## config.mk

```make
export PLATFORM = sky130hd
export DESIGN_NAME = search_text_normalizer
export DESIGN_NICKNAME = d
export VERILOG_FILES = /design/src/rtl/stn_pkg.sv /design/src/rtl/search_text_normalizer.sv /design/src/rtl/stn_core.sv /design/src/rtl/stn_queue.sv
export SDC_FILE = /design/constraint.sdc
export NUM_CORES = 1
export LEC_CHECK = 0
export ABC_AREA = 1
export CAP_MARGIN = 5
export CORE_ASPECT_RATIO = 0.75
export CORE_MARGIN = 4
export CORE_UTILIZATION = 45
export DETAILED_ROUTE_END_ITERATION = 8
export DONT_BUFFER_PORTS = 1
export PLACE_DENSITY = 0.66
export RECOVER_POWER = 100
export SYNTH_ARGS = -nofsm -noshare
export SYNTH_HDL_FRONTEND = slang
export SYNTH_SLANG_ARGS = --single-unit
export TNS_END_PERCENT = 1
```

## constraint.sdc

```tcl
create_clock -name clk_i -period 2.89 [get_ports clk_i]
set_clock_uncertainty 0.2 [all_clocks]
set_input_delay 0.1445 -clock clk_i [delete_from_list [all_inputs] [get_ports clk_i]]
set_output_delay 0.1445 -clock clk_i [all_outputs]
set_load 0.005 [all_outputs]
```

## src/rtl/stn_pkg.sv

```systemverilog
// ----------------------------------------------------------------------------
// stn_pkg
// Shared types, constants and byte classification for the text normaliser.
// ----------------------------------------------------------------------------
`timescale 1ns / 1ps

package stn_pkg;

  localparam int unsigned ByteW     = 8;
  localparam int unsigned QueueDepth = 4;
  localparam int unsigned QueuePtrW  = $clog2(QueueDepth);
  localparam int unsigned QueueCntW  = $clog2(QueueDepth + 1);

  localparam logic [ByteW-1:0] LeadByte  = 8'hC3;
  localparam logic [ByteW-1:0] SpaceByte = 8'h20;
  localparam logic [ByteW-1:0] CaseBit   = 8'h20;
  localparam logic [ByteW-1:0] UpperLo   = 8'h41;
  localparam logic [ByteW-1:0] UpperHi   = 8'h5A;

  localparam logic [ByteW-1:0] ChA = 8'h61;
  localparam logic [ByteW-1:0] ChC = 8'h63;
  localparam logic [ByteW-1:0] ChE = 8'h65;
  localparam logic [ByteW-1:0] ChI = 8'h69;
  localparam logic [ByteW-1:0] ChN = 8'h6E;
  localparam logic [ByteW-1:0] ChO = 8'h6F;
  localparam logic [ByteW-1:0] ChU = 8'h75;
  localparam logic [ByteW-1:0] ChY = 8'h79;

  typedef struct packed {
    logic [ByteW-1:0] data;
    logic             valid;
    logic             last;
  } res_t;

  typedef struct packed {
    logic [1:0] num;
    res_t       e0;
    res_t       e1;
  } push_t;

  function automatic logic is_ws(input logic [ByteW-1:0] b);
    logic r;
    case (b) inside
      8'h20, 8'h09, 8'h0A, 8'h0B, 8'h0C, 8'h0D: r = 1'b1;
      default:                                  r = 1'b0;
    endcase
    return r;
  endfunction

  // plain letter for the trail byte of an accented letter, zero if none
  function automatic logic [ByteW-1:0] fold_trail(input logic [ByteW-1:0] b);
    logic [ByteW-1:0] r;
    case (b) inside
      [8'h80:8'h85], [8'hA0:8'hA5]: r = ChA;
      8'h87, 8'hA7:                 r = ChC;
      [8'h88:8'h8B], [8'hA8:8'hAB]: r = ChE;
      [8'h8C:8'h8F], [8'hAC:8'hAF]: r = ChI;
      8'h91, 8'hB1:                 r = ChN;
      [8'h92:8'h96], [8'hB2:8'hB6]: r = ChO;
      [8'h99:8'h9C], [8'hB9:8'hBC]: r = ChU;
      8'h9D, 8'hBD, 8'hBF:          r = ChY;
      default:                      r = '0;
    endcase
    return r;
  endfunction

endpackage

```

## src/rtl/search_text_normalizer.sv

```systemverilog
// ----------------------------------------------------------------------------
// search_text_normalizer
// Streaming search-text normaliser: trims, folds whitespace, lowercases.
// ----------------------------------------------------------------------------
// One byte word in per cycle while the result queue has room; each goes through
// an input register and one stage of logic into a four-word result queue.
// A byte gives up to two result words (owed space or a held 0xC3 plus the
// byte), and the single output word per cycle, while the receiver is ready,
// then sets the pace: input stalls only while the result queue holds more than two words.
// tuser on the output is 0 for a bare end-of-string word with no byte.
`timescale 1ns / 1ps

module search_text_normalizer
  import stn_pkg::*;
(
  input  logic             clk_i,
  input  logic             rst_ni,
  input  logic             s_axis_tvalid_i,
  output logic             s_axis_tready_o,
  input  logic [ByteW-1:0] s_axis_tdata_i,  // [7:0] in_byte
  input  logic             s_axis_tlast_i,  // in_last
  output logic             m_axis_tvalid_o,
  input  logic             m_axis_tready_i,
  output logic [ByteW-1:0] m_axis_tdata_o,  // [7:0] out_byte
  output logic             m_axis_tuser_o,  // [0] out_valid
  output logic             m_axis_tlast_o   // out_last
);

  push_t push;
  logic  room;
  res_t  res;

  stn_core u_core (
    .clk_i      (clk_i),
    .rst_ni     (rst_ni),
    .in_valid_i (s_axis_tvalid_i),
    .in_ready_o (s_axis_tready_o),
    .in_byte_i  (s_axis_tdata_i),
    .in_last_i  (s_axis_tlast_i),
    .room_i     (room),
    .push_o     (push)
  );

  stn_queue u_queue (
    .clk_i       (clk_i),
    .rst_ni      (rst_ni),
    .push_i      (push),
    .room_o      (room),
    .out_valid_o (m_axis_tvalid_o),
    .out_ready_i (m_axis_tready_i),
    .out_res_o   (res)
  );

  assign m_axis_tdata_o = res.data;
  assign m_axis_tuser_o = res.valid;
  assign m_axis_tlast_o = res.last;

endmodule

```

## src/rtl/stn_core.sv

```systemverilog
// ----------------------------------------------------------------------------
// stn_core
// Input register, string state and the single-pass normalising logic.
// ----------------------------------------------------------------------------
`timescale 1ns / 1ps

module stn_core
  import stn_pkg::*;
(
  input  logic             clk_i,
  input  logic             rst_ni,
  input  logic             in_valid_i,
  output logic             in_ready_o,
  input  logic [ByteW-1:0] in_byte_i,
  input  logic             in_last_i,
  input  logic             room_i,
  output push_t            push_o
);

  logic             in_valid_q, in_valid_d;
  logic [ByteW-1:0] in_byte_q;
  logic             in_last_q;
  logic             lead_q, lead_d;
  logic             space_q, space_d;
  logic             emitted_q, emitted_d;
  logic             adv;
  logic             take;

  assign adv        = in_valid_q & room_i;
  assign in_ready_o = ~in_valid_q | room_i;
  assign take       = in_valid_i & in_ready_o;
  assign in_valid_d = take | (in_valid_q & ~adv);

  always_comb begin
    logic [ByteW-1:0] f;
    logic             handle;
    logic [1:0]       n;
    res_t             r0, r1;
    f         = fold_trail(in_byte_q);
    handle    = 1'b1;
    n         = 2'd0;
    r0        = '{data: '0, valid: 1'b1, last: 1'b0};
    r1        = '{data: '0, valid: 1'b1, last: 1'b0};
    lead_d    = lead_q;
    space_d   = space_q;
    emitted_d = emitted_q;

    if (lead_q) begin
      lead_d = 1'b0;
      n      = 2'd1;
      if (f != '0) begin
        r0.data = f;
        handle  = 1'b0;
      end else begin
        r0.data = LeadByte;
      end
    end

    if (handle) begin
      if (is_ws(in_byte_q)) begin
        space_d = emitted_q | (n != 2'd0);
      end else begin
        if (space_q) begin
          if (n == 2'd0) r0.data = SpaceByte;
          else           r1.data = SpaceByte;
          n       = n + 2'd1;
          space_d = 1'b0;
        end
        if (in_byte_q == LeadByte && !in_last_q) begin
          lead_d = 1'b1;
        end else begin
          if (n == 2'd0) begin
            r0.data = in_byte_q;
            if (in_byte_q >= UpperLo && in_byte_q <= UpperHi) r0.data = in_byte_q | CaseBit;
          end else begin
            r1.data = in_byte_q;
            if (in_byte_q >= UpperLo && in_byte_q <= UpperHi) r1.data = in_byte_q | CaseBit;
          end
          n = n + 2'd1;
        end
      end
    end

    if (n != 2'd0) emitted_d = 1'b1;

    if (in_last_q) begin
      case (n)
        2'd0: begin
          r0 = '{data: '0, valid: 1'b0, last: 1'b1};
          n  = 2'd1;
        end
        2'd1:    r0.last = 1'b1;
        default: r1.last = 1'b1;
      endcase
      lead_d    = 1'b0;
      space_d   = 1'b0;
      emitted_d = 1'b0;
    end

    push_o.num = adv ? n : 2'd0;
    push_o.e0  = r0;
    push_o.e1  = r1;
  end

  always_ff @(posedge clk_i or negedge rst_ni) begin
    if (!rst_ni) begin
      in_valid_q <= 1'b0;
      lead_q     <= 1'b0;
      space_q    <= 1'b0;
      emitted_q  <= 1'b0;
    end else begin
      in_valid_q <= in_valid_d;
      if (adv) begin
        lead_q    <= lead_d;
        space_q   <= space_d;
        emitted_q <= emitted_d;
      end
    end
  end

  always_ff @(posedge clk_i) begin
    if (take) begin
      in_byte_q <= in_byte_i;
      in_last_q <= in_last_i;
    end
  end

endmodule

```

## src/rtl/stn_queue.sv

```systemverilog
// ----------------------------------------------------------------------------
// stn_queue
// Result queue: takes up to two results a cycle, hands out one a cycle while out_ready_i is high.
// ----------------------------------------------------------------------------
`timescale 1ns / 1ps

module stn_queue
  import stn_pkg::*;
(
  input  logic  clk_i,
  input  logic  rst_ni,
  input  push_t push_i,
  output logic  room_o,
  output logic  out_valid_o,
  input  logic  out_ready_i,
  output res_t  out_res_o
);

  res_t                 mem_q [QueueDepth];
  logic [QueuePtrW-1:0] wr_q, wr_d, rd_q, rd_d, wr_nx;
  logic [QueueCntW-1:0] cnt_q, cnt_d;
  logic                 pop;

  assign pop         = (cnt_q != '0) & out_ready_i;
  assign out_valid_o = (cnt_q != '0);
  assign out_res_o   = mem_q[rd_q];
  assign room_o      = cnt_q <= QueueCntW'(QueueDepth - 2);
  assign wr_nx       = wr_q + QueuePtrW'(1);
  assign wr_d        = wr_q + QueuePtrW'(push_i.num);
  assign rd_d        = rd_q + QueuePtrW'(pop);
  assign cnt_d       = cnt_q + QueueCntW'(push_i.num) - QueueCntW'(pop);

  always_ff @(posedge clk_i or negedge rst_ni) begin
    if (!rst_ni) begin
      wr_q  <= '0;
      rd_q  <= '0;
      cnt_q <= '0;
    end else begin
      wr_q  <= wr_d;
      rd_q  <= rd_d;
      cnt_q <= cnt_d;
    end
  end

  always_ff @(posedge clk_i) begin
    if (push_i.num != 2'd0) mem_q[wr_q]  <= push_i.e0;
    if (push_i.num == 2'd2) mem_q[wr_nx] <= push_i.e1;
  end

endmodule

```

==> impl_results.md <==
* Yosys top cell area share at around 35%
* Sw frac at a little under two fifths
* Clock Latency Late Sink at ~0.33 ns
* Synth cell count leaders: 100 x nand2_1, 50 x nor2_1, 45 x edfxtp_1, 43 x nand3_1, 33 x inv_1
* Number of global-route vias before repair at approximately 3100
* RSZ-0062 raised after global routing: true
* Final GP Congestion at 0.960
* CTS tree: done
* Clock power share at 28.3%
* CTS Buf Count at 9
* Main combinational cell family by area after synthesis: simple AND/OR/NAND/NOR gates
* Status: finished clean
* Crit share post-route at 97.0%
* Mux cell area share after synthesis at 0.262%
* Layout Area Growth over Synthesis at 23.8%
* Post-synth EDFFs at 45
* Tmin final at about 2.8 ns
* Mapped Area at around 0.0038 sq mm
* Simple logic cell fraction of the synthesized area at 32.3%
* Maxcap violations at 0
* Switching pwr at approximately 1600 uW
* Gr usage total at between 10% and 20%
* Die ar. at 0.0100 sq mm
* Compound-Gate Fraction of Synth Area at roughly 11%
* Adder-cell area share of the yosys netlist at 2.82%
* Root buffer cell: clkbuf_16
* Remaining DRCs at 0
* Cell count after synthesis at roughly 460
* Dpl hpwl at between 6000 and 7000 um
* Count leader, synth: nand2_1
* Layout cells sized above 1 at about a quarter
* Placeable Area at approximately 0.0081 sq mm
* Net Count, Synth at slightly below 500
* Die height at 87.8 um
* CTS Sinks at 60
* Number of vias per cell at roughly 5.4
* Leak at 0.00200 uW
* Power Total at between 4000 and 5000 uW
* Asr flop ratio synth at a little under a fifth
* Distinct cell type count after synthesis at 40
* Initial DRC count at 276
* Synth area leaders: edfxtp_1 35%, nand2_1 9.8%, dfrtp_1 7.2%
* Combinational share of power at 40.3%
* Die Wd at 114 um
* Worst-Margin Slew at about 0.75 ns
* Register area share after synthesis at ~45%
* Power per cell area at ~900 mW/mm^2
* Worst R2R End: u_queue.cnt_q[2]
* CP Launch Type: flop
* Design area at roughly 0.0047 sq mm
* Worst reg2reg path depth at 12
* Wire per inst at between 15 and 20 um
* Max-slew headroom at between 40% and 50%
* FMAX at about 360 MHz
* Grt total ovfl at 0
* Final hold viol count at 0
* DRT Pass-1 Iters at 5
* Ant. Diodes at 0
* Maximum root-to-sink buffer count at 2
* Pre-CTS setup slack at -0.0249 ns
* Port Buffers at 0
* Worst r2r src: u_core.in_byte_q[7]
* Starting Density at 47.2%
* Largest net degree at the start of global routing at 25
* Placed cell area at just over 0.004 sq mm
* Sequential power share at 31.3%
* Total number of vias at 3354
* Final WS setup at just under 0.09 ns
* Detail Route Antenna Nets at 0
* Peak supply drop at between 0.0006 and 0.0007 V
* Hold Path Class: input pin to asynchronous set/reset pin
* Slew Limit Fails at 0
* Synth Area in XOR/XNOR at 1.15%
* Worst-path clk slew at roughly 0.05 ns
* Int Power at between 2000 and 3000 uW
* Crit path required time at 2.94 ns
* CP max FO at 6
* Setup Crit Path Kind: flop to flop
* Detailed Route WL at ~9700 um
* Worst EP arrival at approximately 2.9 ns
* Initial antenna violation count at 0
* Synth Warn # at 0
* H-tree depth at 3
* Synthesis-stage register bit count at 60
* First-pass GRT wire length at 15500 um
* Fill count at about 700
* CP Capture Type: flop
* R2R setup slack at just under 0.09 ns
* Setup-failing EPs final at 0
* Synth area leader: edfxtp_1
* Final nets at about 530
* I/O Pins at 25
* Row count at 28
* Mean Syn Cell Area at 8.29 sq um
* Prevailing post-synth register cell: edfxtp_1
-- kinds of logic after synthesis --
kind of cell	after synthesis
simple gates	243
mux	1
fa+ha+maj	8
flops	60
compound gates	80
xor+xnor	5
buf+inv	64
-- per-stage QoR --
stage / std cells / util [%] / hold slack, ns / setup TNS [ns]
floorplan: 461 / - / -0.351 / 0
detailed placement: 571 / 49.9 / -0.351 / -0.243
finish: 616 / 58.4 / 0.0160 / 0
CTS: 602 / 55.8 / 0.0328 / 0
global placement: 571 / 49.9 / -0.351 / -0.118
global route: 616 / 58.4 / 0.0465 / -2.36
-- layout by cell type (no fill, tap or decap), drive strengths merged, types with 11 or more instances in the layout --
cell         count
nand2          108
nand3           53
buf             43
dlygate4sd3     11
edfxtp          45
inv             44
nor2            59
o21ai           61
nand4           15
dfrtp           11
-- worst max path at each step --
stage / from / to / slack (ns) / depth (start not counted)
2_1_floorplan: u_core.in_byte_q[6] / u_queue.cnt_q[2] / 0.06 / 19
4_1_cts: u_core.in_byte_q[6] / u_queue.mem_q[1][2] / 0.006 / 14
6_report: u_core.in_byte_q[7] / u_queue.cnt_q[2] / 0.09 / 12
3_5_place_dp: u_core.in_byte_q[6] / u_queue.cnt_q[2] / -0.02 / 18
3_3_place_gp: u_core.in_byte_q[2] / u_queue.mem_q[1][3] / -0.01 / 13
5_1_grt: u_core.in_byte_q[1] / u_queue.mem_q[3][6] / -0.09 / 13
-- state kept, by name (all words and copies together) (netlist names) --
name,count
u_core.in_last_q,1
u_core.lead_q,1
u_core.emitted_q,1
u_queue.mem_q,40
u_queue.cnt_q,3
u_core.in_valid_q,1
u_core.in_byte_q,8
u_core.space_q,1
u_queue.rd_q,2
u_queue.wr_q,2
-- power groups by stage --
stage,Clock [uW],Sequential [uW],Combinational (uW)
finish,1200,1330,1710
global route,1260,1350,1910
CTS,1220,1330,1600
detailed placement,0,1350,1550
global placement,0,1350,1540
floorplan,0,1300,1160
-- critical path, stage by stage, from the launching register on --
cell,delay (ns)
edfxtp_1,0.54
nand2_4,0.17
inv_1,0.05
nand4_1,0.14
nand2_2,0.10
nor2_2,0.16
nand3_4,0.13
nand2_8,0.10
nand3_4,0.06
ha_1,0.31
fa_2,0.39
xnor2_1,0.19
xor2_1,0.17
-- what timing repair did --
item,in CTS,in global routing
endpoints found under the setup margin,10,66
endpoints found under the hold margin,21,0
gates resized for setup,1,34
buffers inserted,4,14
pin swaps,0,11
hold buffers,11,0
-- per-layer routing --
metal / track usage, % / vias to the layer above / share of wire [%]
li1: - / 1667 / -
met1: 27.8 / 1557 / 47
met2: 29.8 / 118 / 45
met3: 5.73 / 12 / 6.7
met4: 6.15 / 0 / 1.4
met5: 0 / - / 0
-- cell type report --
cell class	instances	area, sq um	area share (%)
Sequential cell	60	1710	36.1
Multi-Input combinational cell	337	1940	41.1
Tap cell	105	131	2.78
Inverter	44	165	3.49
Clock inverter	6	103	2.17
Clock buffer	10	229	4.84
Timing Repair Buffer	54	453	9.58
Note: power is estimated with default switching activity, not from simulation.
